[config.mk]
export PLATFORM = sky130hd
export DESIGN_NAME = spring_centering_pd_force_unit_flat
export DESIGN_NICKNAME = d
export VERILOG_FILES = /design/src/rtl/scpf_pkg.sv /design/src/rtl/scpf_in_if.sv /design/src/rtl/scpf_out_if.sv /design/src/rtl/scpf_cfg_if.sv /design/src/rtl/scpf_lane.sv /design/src/rtl/scpf_merge.sv /design/src/rtl/spring_centering_pd_force_unit.sv /design/src/flat_wrapper.sv
export SDC_FILE = /design/constraint.sdc
export NUM_CORES = 1
export LEC_CHECK = 0
export ABC_AREA = 1
export ABC_CLOCK_PERIOD_IN_PS = 8300
export BUFFER_PORTS_ARGS = -buffer_cell sky130_fd_sc_hd__buf_2
export CAP_MARGIN = 10
export CORE_MARGIN = 2
export CORE_UTILIZATION = 60
export CTS_CLUSTER_DIAMETER = 40
export DETAILED_ROUTE_END_ITERATION = 10
export GPL_TIMING_DRIVEN = 0
export MAX_ROUTING_LAYER = met4
export PLACE_DENSITY_LB_ADDON = 0.2
export SETUP_SLACK_MARGIN = 0.15
export SLEW_MARGIN = 0
export SYNTH_ARGS = -nofsm -noshare
export SYNTH_HDL_FRONTEND = slang
export SYNTH_SLANG_ARGS = --single-unit
[constraint.sdc]
create_clock -name i_clk -period 8.3 [get_ports i_clk]
set_input_delay 2.075 -clock i_clk [delete_from_list [all_inputs] [get_ports i_clk]]
set_output_delay 2.075 -clock i_clk [all_outputs]
set_load 0.02 [all_outputs]
[src/rtl/scpf_pkg.sv]
package scpf_pkg;

    // Field and register widths.
    localparam int AxisW    = 8;
    localparam int ForceW   = 8;
    localparam int VelW     = 9;
    localparam int GainW    = 7;
    localparam int CfgIdxW  = 8;
    localparam int CfgDataW = 8;

    typedef logic signed [AxisW-1:0]  t_axis;
    typedef logic signed [ForceW-1:0] t_force;
    typedef logic signed [VelW-1:0]   t_vel;
    typedef logic [GainW-1:0]         t_gain;

    // Configuration register indexes.
    typedef enum logic [CfgIdxW-1:0] {
        REG_SPRING_GAIN  = 8'd0,
        REG_DAMPING_GAIN = 8'd1,
        REG_DEAD_BAND    = 8'd2,
        REG_STICTION     = 8'd3
    } t_reg_idx;

    // Register values after reset.
    localparam t_gain SPRING_GAIN_RST  = 7'd10;
    localparam t_gain DAMPING_GAIN_RST = 7'd30;
    localparam t_gain DEAD_BAND_RST    = 7'd10;
    localparam t_gain STICTION_RST     = 7'd60;

    // Clamp limits of the force terms.
    localparam logic signed [16:0] P_LIM = 17'sd90;
    localparam logic signed [16:0] D_LIM = 17'sd127;
    localparam logic signed [9:0]  F_LIM = 10'sd127;

    // Per-lane pipeline controls driven by the top level.
    typedef struct packed {
        logic load_s1;
        logic upd_state;
        logic seeded;
        logic load_s2;
    } t_lane_ctl;

    // Halve a 9-bit signed value, truncating toward zero.
    function automatic logic signed [7:0] half_tz(input logic signed [8:0] a);
        logic signed [9:0] tmp;
        tmp = {a[8], a} + {9'b0, a[8]};
        return tmp[8:1];
    endfunction

endpackage

[src/rtl/scpf_in_if.sv]
interface scpf_in_if import scpf_pkg::*; ();
    logic  valid;
    logic  ready;
    t_axis x_axis;
    t_axis y_axis;
    logic  spring_playing;

    modport source (output valid, output x_axis, output y_axis, output spring_playing,
                    input ready);
    modport sink (input valid, input x_axis, input y_axis, input spring_playing,
                  output ready);
endinterface

[src/rtl/scpf_out_if.sv]
interface scpf_out_if import scpf_pkg::*; ();
    logic   valid;
    logic   ready;
    t_force force_x;
    t_force force_y;

    modport source (output valid, output force_x, output force_y, input ready);
    modport sink (input valid, input force_x, input force_y, output ready);
endinterface

[src/rtl/scpf_cfg_if.sv]
interface scpf_cfg_if import scpf_pkg::*; ();
    logic                valid;
    logic                ready;
    logic [CfgIdxW-1:0]  index;
    logic [CfgDataW-1:0] data;

    modport source (output valid, output index, output data, input ready);
    modport sink (input valid, input index, input data, output ready);
endinterface

[src/rtl/scpf_lane.sv]
module scpf_lane import scpf_pkg::*; (
    input  logic      i_clk,
    input  logic      i_rst_n,
    input  t_lane_ctl i_ctl,
    input  t_axis     i_pos,
    input  t_gain     i_spring_gain,
    input  t_gain     i_damping_gain,
    input  t_gain     i_dead_band,
    input  t_gain     i_stiction_offset,
    output t_force    o_force
);

    t_axis r_prev;
    t_vel  r_vel;
    t_vel  r_s1_vel;
    t_vel  r_s1_negpos;
    t_force r_s2_p;
    t_force r_s2_d;

    t_vel              n_vel;
    t_vel              w_diff;
    logic signed [7:0] w_half_diff;
    logic signed [7:0] w_half_vel;
    t_vel              w_negpos;

    // Filtered velocity; the first playing tick sees no position change.
    always_comb begin
        w_diff = i_ctl.seeded ? ({i_pos[7], i_pos} - {r_prev[7], r_prev}) : '0;
    end
    assign w_half_diff = half_tz(w_diff);
    assign w_half_vel  = half_tz(r_vel);
    assign n_vel       = {w_half_diff[7], w_half_diff} + {w_half_vel[7], w_half_vel};
    assign w_negpos    = -$signed({i_pos[7], i_pos});

    // Axis state moves only on a playing transfer.
    always_ff @(posedge i_clk) begin
        if (!i_rst_n) begin
            r_prev <= '0;
            r_vel  <= '0;
        end else if (i_ctl.upd_state) begin
            r_prev <= i_pos;
            r_vel  <= n_vel;
        end
    end

    // First stage register.
    always_ff @(posedge i_clk) begin
        if (i_ctl.load_s1) begin
            r_s1_vel    <= n_vel;
            r_s1_negpos <= w_negpos;
        end
    end

    // Proportional and damping products, scaled toward zero and clamped.
    logic signed [7:0]  w_sg;
    logic signed [7:0]  w_dg;
    logic signed [16:0] w_prod_p;
    logic signed [16:0] w_prod_d;
    logic signed [16:0] w_p_q;
    logic signed [16:0] w_d_q;
    t_force             w_p;
    t_force             w_d;

    assign w_sg     = $signed({1'b0, i_spring_gain});
    assign w_dg     = $signed({1'b0, i_damping_gain});
    assign w_prod_p = r_s1_negpos * w_sg;
    assign w_prod_d = r_s1_vel * w_dg;
    assign w_p_q    = (w_prod_p + (w_prod_p[16] ? 17'sd63 : 17'sd0)) >>> 6;
    assign w_d_q    = (w_prod_d + (w_prod_d[16] ? 17'sd7 : 17'sd0)) >>> 3;

    always_comb begin
        if (w_p_q > P_LIM) begin
            w_p = P_LIM[7:0];
        end else if (w_p_q < -P_LIM) begin
            w_p = 8'(-P_LIM);
        end else begin
            w_p = w_p_q[7:0];
        end
        if (w_d_q > D_LIM) begin
            w_d = D_LIM[7:0];
        end else if (w_d_q < -D_LIM) begin
            w_d = 8'(-D_LIM);
        end else begin
            w_d = w_d_q[7:0];
        end
    end

    // Second stage register.
    always_ff @(posedge i_clk) begin
        if (i_ctl.load_s2) begin
            r_s2_p <= w_p;
            r_s2_d <= w_d;
        end
    end

    // Net force with stiction pushed outside the dead band, then saturated.
    logic signed [9:0] w_f;
    logic signed [9:0] w_db;
    logic signed [9:0] w_so;
    logic signed [9:0] w_fs;

    assign w_f  = {{2{r_s2_p[7]}}, r_s2_p} - {{2{r_s2_d[7]}}, r_s2_d};
    assign w_db = $signed({3'b0, i_dead_band});
    assign w_so = $signed({3'b0, i_stiction_offset});

    always_comb begin
        if (w_f > w_db) begin
            w_fs = w_f + w_so;
        end else if (w_f < -w_db) begin
            w_fs = w_f - w_so;
        end else begin
            w_fs = w_f;
        end
        if (w_fs > F_LIM) begin
            o_force = F_LIM[7:0];
        end else if (w_fs < -F_LIM) begin
            o_force = 8'(-F_LIM);
        end else begin
            o_force = w_fs[7:0];
        end
    end

endmodule

[src/rtl/scpf_merge.sv]
module scpf_merge import scpf_pkg::*; (
    input  logic       i_clk,
    input  logic       i_rst_n,
    input  logic       i_valid,
    input  logic       i_play,
    input  t_force     i_force_x,
    input  t_force     i_force_y,
    output logic       o_ready,
    scpf_out_if.source o_out
);

    logic   r_valid;
    t_force r_fx;
    t_force r_fy;

    // The output register takes a new pair whenever it is empty or being drained.
    assign o_ready = !r_valid || o_out.ready;

    always_ff @(posedge i_clk) begin
        if (!i_rst_n) begin
            r_valid <= 1'b0;
        end else if (o_ready) begin
            r_valid <= i_valid;
        end
    end

    // Both lanes join into one result; a silent tick drives no force.
    always_ff @(posedge i_clk) begin
        if (i_valid && o_ready) begin
            r_fx <= i_play ? i_force_x : '0;
            r_fy <= i_play ? i_force_y : '0;
        end
    end

    assign o_out.valid   = r_valid;
    assign o_out.force_x = r_fx;
    assign o_out.force_y = r_fy;

endmodule

[src/rtl/spring_centering_pd_force_unit.sv]
// Two-axis centering spring with PD control. Each input transfer carries an X/Y stick
// position and a playing flag, and produces exactly one force pair. The pair passes
// through the first stage, second stage and output registers before it is presented.
// One item is accepted every cycle while nothing stalls: the filtered velocity and
// previous-position registers of each axis lane update in the cycle of a playing
// transfer, and the multiplies and saturation follow in later pipeline stages. Stages
// only stall when the output register is full and not being drained. Configuration
// writes are always taken and must only be issued while no item is in flight.
module spring_centering_pd_force_unit import scpf_pkg::*; (
    input  logic     i_clk,
    input  logic     i_rst_n,
    scpf_in_if.sink  i_in,
    scpf_cfg_if.sink i_cfg,
    scpf_out_if.source o_out
);

    t_gain r_spring_gain;
    t_gain r_damping_gain;
    t_gain r_dead_band;
    t_gain r_stiction_offset;
    logic  r_seeded;
    logic  r_s1_valid;
    logic  r_s2_valid;
    logic  r_s1_play;
    logic  r_s2_play;

    logic      w_in_acc;
    logic      w_mrg_ready;
    logic      w_s2_move;
    logic      w_s2_load;
    t_lane_ctl w_ctl;
    t_force    w_force_x;
    t_force    w_force_y;

    // Configuration register writes.
    assign i_cfg.ready = 1'b1;

    always_ff @(posedge i_clk) begin
        if (!i_rst_n) begin
            r_spring_gain     <= SPRING_GAIN_RST;
            r_damping_gain    <= DAMPING_GAIN_RST;
            r_dead_band       <= DEAD_BAND_RST;
            r_stiction_offset <= STICTION_RST;
        end else if (i_cfg.valid) begin
            unique case (t_reg_idx'(i_cfg.index))
                REG_SPRING_GAIN:  r_spring_gain     <= i_cfg.data[GainW-1:0];
                REG_DAMPING_GAIN: r_damping_gain    <= i_cfg.data[GainW-1:0];
                REG_DEAD_BAND:    r_dead_band       <= i_cfg.data[GainW-1:0];
                REG_STICTION:     r_stiction_offset <= i_cfg.data[GainW-1:0];
                default: ;
            endcase
        end
    end

    // Pipeline flow control: each stage moves when the next one has room.
    assign w_in_acc   = i_in.valid && i_in.ready;
    assign w_s2_move  = r_s2_valid && w_mrg_ready;
    assign w_s2_load  = r_s1_valid && (!r_s2_valid || w_s2_move);
    assign i_in.ready = !r_s1_valid || w_s2_load;

    always_ff @(posedge i_clk) begin
        if (!i_rst_n) begin
            r_s1_valid <= 1'b0;
            r_s2_valid <= 1'b0;
            r_seeded   <= 1'b0;
        end else begin
            if (w_in_acc) begin
                r_s1_valid <= 1'b1;
            end else if (w_s2_load) begin
                r_s1_valid <= 1'b0;
            end
            if (w_s2_load) begin
                r_s2_valid <= 1'b1;
            end else if (w_s2_move) begin
                r_s2_valid <= 1'b0;
            end
            if (w_in_acc && i_in.spring_playing) begin
                r_seeded <= 1'b1;
            end
        end
    end

    // The playing flag rides along with the lane data.
    always_ff @(posedge i_clk) begin
        if (w_in_acc) begin
            r_s1_play <= i_in.spring_playing;
        end
        if (w_s2_load) begin
            r_s2_play <= r_s1_play;
        end
    end

    assign w_ctl.load_s1   = w_in_acc;
    assign w_ctl.upd_state = w_in_acc && i_in.spring_playing;
    assign w_ctl.seeded    = r_seeded;
    assign w_ctl.load_s2   = w_s2_load;

    // One lane per axis.
    scpf_lane u_lane_x (
        .i_clk             (i_clk),
        .i_rst_n           (i_rst_n),
        .i_ctl             (w_ctl),
        .i_pos             (i_in.x_axis),
        .i_spring_gain     (r_spring_gain),
        .i_damping_gain    (r_damping_gain),
        .i_dead_band       (r_dead_band),
        .i_stiction_offset (r_stiction_offset),
        .o_force           (w_force_x)
    );

    scpf_lane u_lane_y (
        .i_clk             (i_clk),
        .i_rst_n           (i_rst_n),
        .i_ctl             (w_ctl),
        .i_pos             (i_in.y_axis),
        .i_spring_gain     (r_spring_gain),
        .i_damping_gain    (r_damping_gain),
        .i_dead_band       (r_dead_band),
        .i_stiction_offset (r_stiction_offset),
        .o_force           (w_force_y)
    );

    // Join both lanes into the output register.
    scpf_merge u_merge (
        .i_clk     (i_clk),
        .i_rst_n   (i_rst_n),
        .i_valid   (r_s2_valid),
        .i_play    (r_s2_play),
        .i_force_x (w_force_x),
        .i_force_y (w_force_y),
        .o_ready   (w_mrg_ready),
        .o_out     (o_out)
    );

    // A delivered force never reaches the most negative code.
    a_force_range: assert property (@(posedge i_clk) disable iff (!i_rst_n)
        o_out.valid |-> (o_out.force_x != 8'sh80) && (o_out.force_y != 8'sh80))
        else $error("force outside saturation range");

    // A playing transfer always leaves the axes seeded.
    a_seed_set: assert property (@(posedge i_clk) disable iff (!i_rst_n)
        (w_in_acc && i_in.spring_playing) |=> r_seeded)
        else $error("seed flag not set after playing transfer");

    // A silent transfer leaves the seed flag alone.
    a_seed_hold: assert property (@(posedge i_clk) disable iff (!i_rst_n)
        (w_in_acc && !i_in.spring_playing) |=> $stable(r_seeded))
        else $error("seed flag changed on silent transfer");

endmodule

[src/flat_wrapper.sv]
// flat-port wrapper written by rule: the top's interface ports become plain ports
module spring_centering_pd_force_unit_flat import scpf_pkg::*;
  (i_clk, i_rst_n, i_in_valid, i_in_x_axis, i_in_y_axis, i_in_spring_playing, i_in_ready, i_cfg_valid, i_cfg_index, i_cfg_data, i_cfg_ready, o_out_valid, o_out_force_x, o_out_force_y, o_out_ready);
  scpf_in_if i_in_i ();
  scpf_cfg_if i_cfg_i ();
  scpf_out_if o_out_i ();
  input  logic i_clk;
  input  logic i_rst_n;
  input wire logic [$bits(i_in_i.valid)-1:0] i_in_valid;
  input wire logic [$bits(i_in_i.x_axis)-1:0] i_in_x_axis;
  input wire logic [$bits(i_in_i.y_axis)-1:0] i_in_y_axis;
  input wire logic [$bits(i_in_i.spring_playing)-1:0] i_in_spring_playing;
  output wire logic [$bits(i_in_i.ready)-1:0] i_in_ready;
  input wire logic [$bits(i_cfg_i.valid)-1:0] i_cfg_valid;
  input wire logic [$bits(i_cfg_i.index)-1:0] i_cfg_index;
  input wire logic [$bits(i_cfg_i.data)-1:0] i_cfg_data;
  output wire logic [$bits(i_cfg_i.ready)-1:0] i_cfg_ready;
  output wire logic [$bits(o_out_i.valid)-1:0] o_out_valid;
  output wire logic [$bits(o_out_i.force_x)-1:0] o_out_force_x;
  output wire logic [$bits(o_out_i.force_y)-1:0] o_out_force_y;
  input wire logic [$bits(o_out_i.ready)-1:0] o_out_ready;
  assign i_in_i.valid = i_in_valid;
  assign i_in_i.x_axis = i_in_x_axis;
  assign i_in_i.y_axis = i_in_y_axis;
  assign i_in_i.spring_playing = i_in_spring_playing;
  assign i_in_ready = i_in_i.ready;
  assign i_cfg_i.valid = i_cfg_valid;
  assign i_cfg_i.index = i_cfg_index;
  assign i_cfg_i.data = i_cfg_data;
  assign i_cfg_ready = i_cfg_i.ready;
  assign o_out_valid = o_out_i.valid;
  assign o_out_force_x = o_out_i.force_x;
  assign o_out_force_y = o_out_i.force_y;
  assign o_out_i.ready = o_out_ready;
  spring_centering_pd_force_unit u_core (.i_clk(i_clk), .i_rst_n(i_rst_n), .i_in(i_in_i), .i_cfg(i_cfg_i), .o_out(o_out_i));
endmodule
### Yosys cells after proc, flatten, opt, wreduce, memory -nomap -nowiden

Cells that the tools add are included.

| storage, ports and cells | value |
|---|---|
| register bits | 152 |
| bits of input ports | 38 |
| output and inout bits | 19 |
| logic and storage cells | 120 |

| cells by class | value |
|---|---|
| add/sub/neg operators | 21 |
| multipliers | 4 |
| order comparisons | 16 |
| equality and inequality tests | 3 |
| multiplexer cells | 22 |
| bitwise logic cells | 1 |
| reduce and logical (&&, ||, !) cells | 23 |

Operators with widths:

| cell | number |
|---|---|
| 9-bit by 8-bit multiplier with 17-bit output | 4 |
| 8-bit 2-to-1 mux | 6 |
| 10-bit 2-to-1 mux | 4 |
| 9-bit by 2-bit adder with 9-bit output | 4 |
| 8-bit by 8-bit subtractor with 9-bit output | 4 |
| 17-bit by 4-bit adder with 17-bit output | 2 |
| 17-bit by 7-bit adder with 17-bit output | 2 |
| 14-bit by 8-bit greater-than comparator with 1-bit output (second input constant) | 2 |
| 14-bit by 8-bit < comparator with 1-bit output (second input constant) | 2 |
| 11-bit by 8-bit greater-than comparator with 1-bit output (second input constant) | 2 |
| 11-bit by 8-bit < comparator with 1-bit output (second input constant) | 2 |
| 9-bit by 8-bit adder with 10-bit output | 2 |
| 10-bit by 8-bit greater-than comparator with 1-bit output (second input constant) | 2 |
| 10-bit by 8-bit < comparator with 1-bit output (second input constant) | 2 |
| 9-bit by 10-bit < comparator with 1-bit output | 2 |
| 9-bit by 8-bit subtractor with 10-bit output | 2 |
| 8-bit by 8-bit adder with 9-bit output | 2 |
| 9-bit by 8-bit greater-than comparator with 1-bit output | 2 |
| 9-bit 2-to-1 mux | 2 |
| 8-bit negation with 9-bit output | 2 |
| 8-bit by 2-bit == test with 1-bit output (second input constant) | 2 |
| 7-bit 2-to-1 mux | 2 |
| 6-bit 2-to-1 mux | 2 |
| 2-bit OR reduction | 6 |
| other kinds (11) | 26 |

### Depth between registers and ports, before layout

| depth | value |
|---|---|
| depth after elaboration | 8 |
| gate-level depth with buffers | 40 |
| depth with buffers taken out | 37 |

### Modules after synthesis

From an unflattened synthesis, not the netlist that was laid out.

| second synthesis, totals | value |
|---|---|
| cell total of the unflattened synthesis | 3603 |
| area, all modules | 24761.2 µm² |

Modules (own cells, without submodules):

| module | instances | cells each | area each (µm²) |
|---|---|---|---|
| scpf_lane at u_core.u_lane_x | 1 | 1686 | 11343.4 |
| scpf_lane at u_core.u_lane_y | 1 | 1671 | 11319.6 |
| spring_centering_pd_force_unit | 1 | 189 | 1408.9 |
| scpf_merge | 1 | 57 | 689.4 |

### Worst setup path before layout

OpenSTA, ideal clock, no wires.

| path | value |
|---|---|
| kind | reg2reg |
| start | reg u_core.r_damping_gain[4] |
| end | reg u_core.u_lane_y.r_s2_d[0] (data pin) |
| arrival | 5715 ps |
| required time | 8033 ps |
| setup slack | 2318 ps |
| cell stages (with the launch flop) | 31 |
| buffers on the path | 2 |
| path through | dfxtp_1 > clkbuf_1 > clkbuf_1 > nand2_1 > fa_1 > fa_1 > inv_1 > fa_1 > inv_1 > fa_1 > inv_1 > ha_1 > nand2_1 > nor2_1 > and2_1 > nand2_1 > nand2_1 > nand2_1 > and2_1 > ha_1 > nand2_1 > inv_1 > nand4_1 > nand2_1 > nand3_1 > o21ai_0 > nand2_1 > nor2_1 > nand3_1 > nand2_2 > nand3_1 |

| between the ends | value |
|---|---|
| word-level cells in the longest chain between the ends | 5 |

Ends and longest elaborated chain:

| what | line | source |
|---|---|---|
| start, declared | spring_centering_pd_force_unit.sv:18 | `t_gain r_damping_gain;` |
| start signal, assigned | spring_centering_pd_force_unit.sv:47 | `REG_DAMPING_GAIN: r_damping_gain <= i_cfg.data[GainW-1:0];` |
| 9-bit by 8-bit multiplier with 17-bit output (*) | scpf_lane.sv:67 | `assign w_prod_d = r_s1_vel * w_dg;` |
| 3-bit 2-to-1 mux | scpf_lane.sv:69 | `assign w_d_q = (w_prod_d + (w_prod_d[16] ? 17'sd7 : 17'sd0)) >>> 3;` |
| 17-bit by 4-bit adder with 17-bit output (*) | scpf_lane.sv:69 |  |
| 14-bit by 8-bit greater-than comparator with 1-bit output / 14-bit by 8-bit < comparator with 1-bit output (equally long branches) | scpf_lane.sv:79, scpf_lane.sv:81 |  |
| 2-bit OR reduction (no source line) | n/a |  |
| end signal, assigned | scpf_lane.sv:92 | `r_s2_d <= w_d;` |
| end, declared | scpf_lane.sv:18 | `t_force r_s2_d;` |

Mark *: on every way between the ends. The rest lies on a longest branch, timed or not.
A chain may end at the register's enable or synchronous reset.

### Final worst setup path

| path | value |
|---|---|
| start | reg u_core.r_damping_gain[4] |
| end | reg u_core.u_lane_x.r_s2_d[0] (data pin) |

| between the ends | value |
|---|---|
| word-level cells in the longest chain between the ends | 5 |

Ends and longest elaborated chain:

| what | line |
|---|---|
| 9-bit by 8-bit multiplier with 17-bit output (*) | scpf_lane.sv:67 |
| 3-bit 2-to-1 mux | scpf_lane.sv:69 |
| 17-bit by 4-bit adder with 17-bit output (*) | scpf_lane.sv:69 |
| 14-bit by 8-bit greater-than comparator with 1-bit output / 14-bit by 8-bit < comparator with 1-bit output (equally long branches) | scpf_lane.sv:79, scpf_lane.sv:81 |
| 2-bit OR reduction (no source line) | n/a |
| end signal, assigned | scpf_lane.sv:92 |
| end, declared | scpf_lane.sv:18 |

Marked as above.

==> impl_metrics.json <==
{
  "grt_use_total": 0.305,
  "hpwl_mm": 49.5,
  "start_util": 0.606,
  "synth_area_leaders": "fa_1, nand2_1, inv_1, ha_1, edfxtp_1",
  "hold_violations": 0,
  "synth.avg_cell_area_um2": 6.90,
  "fmax_mhz": 138,
  "clockBufferDepth": 2,
  "irDropWorstVdd_mv": 0.268,
  "power.leakage_nw": 15.0,
  "io_buffers": 54,
  "ys.flop_type": "edfxtp_1",
  "yosysUniqueCellTypes": 54,
  "wl_per_cell_um": 14.4,
  "grt_overflow_total": 0,
  "yosysMostFrequentCell": "nand2_1",
  "fin_skew_ps": 14.4,
  "utilization": 0.645,
  "ys_ff_latch": 152,
  "synth_edf_count": 86,
  "ys_async_sr_fraction": 0,
  "critPathArrivalTime_ps": 7430,
  "postCtsResizedCells": 0,
  "critPathMostFrequentCell": "nand2_1",
  "die_area_mm2": 0.0416,
  "num-nets-final": 4069,
  "gp_congestion": 0.938,
  "dpl_cell_area_mm2": 0.0249,
  "cp_max_fo": 10,
  "endpoint_kind": "register",
  "rsz0062_at_grt": "false",
  "cpMaxStageDelayCell": "fa_1",
  "chipWidth_um": 204,
  "crit_required_ps": 8480,
  "grt_pass1_wl_mm": 99.0,
  "h-tree-depth": 4,
  "drv_slew": 0,
  "final.setup.tns_ps": 0,
  "syn_inst": 3482,
  "startpoint_type": "register",
  "switching_power_mw": 4.81,
  "grt_max_degree": 45,
  "drt-initial-drc-count": 1399,
  "post_drt_via_cell_ratio": 5.24,
  "routed_wirelength_mm": 58.8,
  "grt_pass1_vias": 21100,
  "p_clk_frac": 0.095,
  "switching_share": 0.570,
  "antenna_cells": 0,
  "p_per_area_mw_per_mm2": 330,
  "tightest_slew_ps": 1010,
  "synth_area_mm2": 0.0240,
  "antenna_found_initial": 1,
  "io_pins": 57,
  "combPwrFrac": 0.779,
  "drive_gt1_frac": 0.0440,
  "area_delta_synth_final_pct": 6.47,
  "insertion_delay_ps": 480,
  "hold_class": "reg -> reg",
  "intPower_mw": 3.62,
  "vias": 21500,
  "row_count": 73,
  "yosysSeqAreaShare": 0.163,
  "max_slew_margin": 0.326,
  "die_h_um": 204,
  "whs_ps": 461,
  "timing.final.crit_share": 0.873,
  "synth_warnings": 0,
  "cts_root_buf": "clkbuf_16",
  "clk_pin_slew_ps": 70,
  "max-cap-violations": 0,
  "core_area_mm2": 0.0396,
  "seq_power_share": 0.126,
  "synthTopCellsByCount": "nand2_1, inv_1, ha_1, fa_1, nor2_1",
  "max_stage_delay_ps": 640,
  "drc": 0,
  "cts_setup_buffers": 0,
  "outcome": "finished, final reports clean",
  "setup_viol": 0,
  "yosysTopAreaCell": "fa_1",
  "fin_area_mm2": 0.0256,
  "drtPass1Iterations": 8,
  "period_needed_ps": 7240,
  "syn_nets": 3995,
  "postRouteAntennaNets": 0,
  "cts_made_buffers": 17,
  "hold_buffers": 0,
  "tritoncts": "built",
  "path_class": "reg -> reg",
  "cts.sinks": 152,
  "yosysTopAreaCellShare": 0.178
}
-- per-stage QoR --
| step | instances | setup WS (ps) | power (mW) |
|---|---|---|---|
| final | 4094 | 1060 | 8.43 |
| after floorplan | 3482 | 2320 | 6.06 |
| after detailed placement | 4061 | 1180 | 7.52 |
| after CTS | 4093 | 1170 | 8.36 |
| after global routing | 4094 | 515 | 9.43 |
| after global placement | 4061 | 1230 | 7.36 |
-- routing by layer --
metal	vias to the layer above	part of all wire	wire, um	global-route usage
met5	-	0	0	-
met4	0	0.026	1510	0.0919
met3	96	0.053	3130	0.0411
met2	582	0.48	28300	0.522
met1	10000	0.44	25800	0.377
li1	10800	-	-	-
-- area by class of cell --
class	count	area, um^2
Buffer	54	226
Clock buffer	18	439
Clock inverter	14	154
Fill cell	3599	14100
Inverter	881	3310
Multi-Input combinational cell	2395	16600
Sequential cell	152	3900
Tap cell	525	657
Timing Repair Buffer	55	298
-- critical path, delay by kind of cell (launching register included) --
kind	cells	cell delay, ps
buffers and inverters	7	1310
and+or+nand+nor	15	2160
DFF	1	310
adders and majority gates	6	2960
xor gates and xnor gates	1	190
-- power groups by stage --
| stage | Clock (mW) | Sequential (mW) | Combinational (mW) |
|---|---|---|---|
| finish | 0.800 | 1.06 | 6.56 |
| global route | 0.842 | 1.07 | 7.51 |
| CTS | 0.814 | 1.06 | 6.48 |
| detailed placement | 0 | 1.08 | 6.44 |
| global placement | 0 | 1.08 | 6.28 |
| floorplan | 0 | 1.07 | 4.99 |
-- registers in the layout, indices dropped and copies added, names as in the netlist, 7 cells and up --
name	flops
u_core.r_damping_gain	7
u_core.r_dead_band	7
u_core.r_spring_gain	7
u_core.r_stiction_offset	7
u_core.u_lane_x.r_prev	8
u_core.u_lane_x.r_s1_negpos	9
u_core.u_lane_x.r_s1_vel	9
u_core.u_lane_x.r_s2_d	8
u_core.u_lane_x.r_s2_p	8
u_core.u_lane_x.r_vel	9
u_core.u_lane_y.r_prev	8
u_core.u_lane_y.r_s1_negpos	9
u_core.u_lane_y.r_s1_vel	9
u_core.u_lane_y.r_s2_d	8
u_core.u_lane_y.r_s2_p	8
u_core.u_lane_y.r_vel	9
u_core.u_merge.o_out.force_x	8
u_core.u_merge.o_out.force_y	8
-- cell families (layout without fill, tap and decap cells) --
kind of cell | Yosys count | after routing | synth area share
AOI/OAI and AO/OA | 303 | 303 | 0.0700
xor gates and xnor gates | 115 | 115 | 0.0429
adders and majority gates | 475 | 475 | 0.314
buffers and inverters | 935 | 1022 | 0.147
DFF | 152 | 152 | 0.163
other | 1 | 1 | 0.000156
and+or+nand+nor | 1501 | 1501 | 0.263
-- worst paths after layout --
| kind | startpoint | end | slack (ps) | cells past startpoint |
|---|---|---|---|---|
| hold reg to reg | u_core.u_lane_y.r_prev[3] | u_core.u_lane_y.r_prev[3] | 460 | 2 |
| setup / recovery | u_core.r_damping_gain[4] | u_core.u_lane_x.r_s2_d[0] | 1060 | 29 |
| setup reg to reg | u_core.r_damping_gain[4] | u_core.u_lane_x.r_s2_d[0] | 1060 | 29 |
| hold / removal | u_core.u_lane_y.r_prev[3] | u_core.u_lane_y.r_prev[3] | 460 | 2 |
-- cells in the final DEF (no fill, tap or decap), drive strengths merged --
master      n
a21o        5
a21oi     164
nor2      202
inv       886
o211ai     14
nor3b       1
dfxtp      66
nor4        3
or2        12
fa        214
clkinvlp    2
xor2       89
o31ai       1
buf        65
o221ai      1
nor3       36
nor2b       1
edfxtp     86
nand3     186
a211oi      8
and2        5
nand4      49
bufinv      1
o21ai      85
and3        2
a21boi      1
or4         1
nand3b     20
xnor2      26
clkbuf     62
ha        261
clkinv      6
o21a        5
o311ai      2
nand2     983
a31o        1
a31oi       5
conb        1
o21bai     11
No activity file was read; power rests on OpenSTA's default activity.
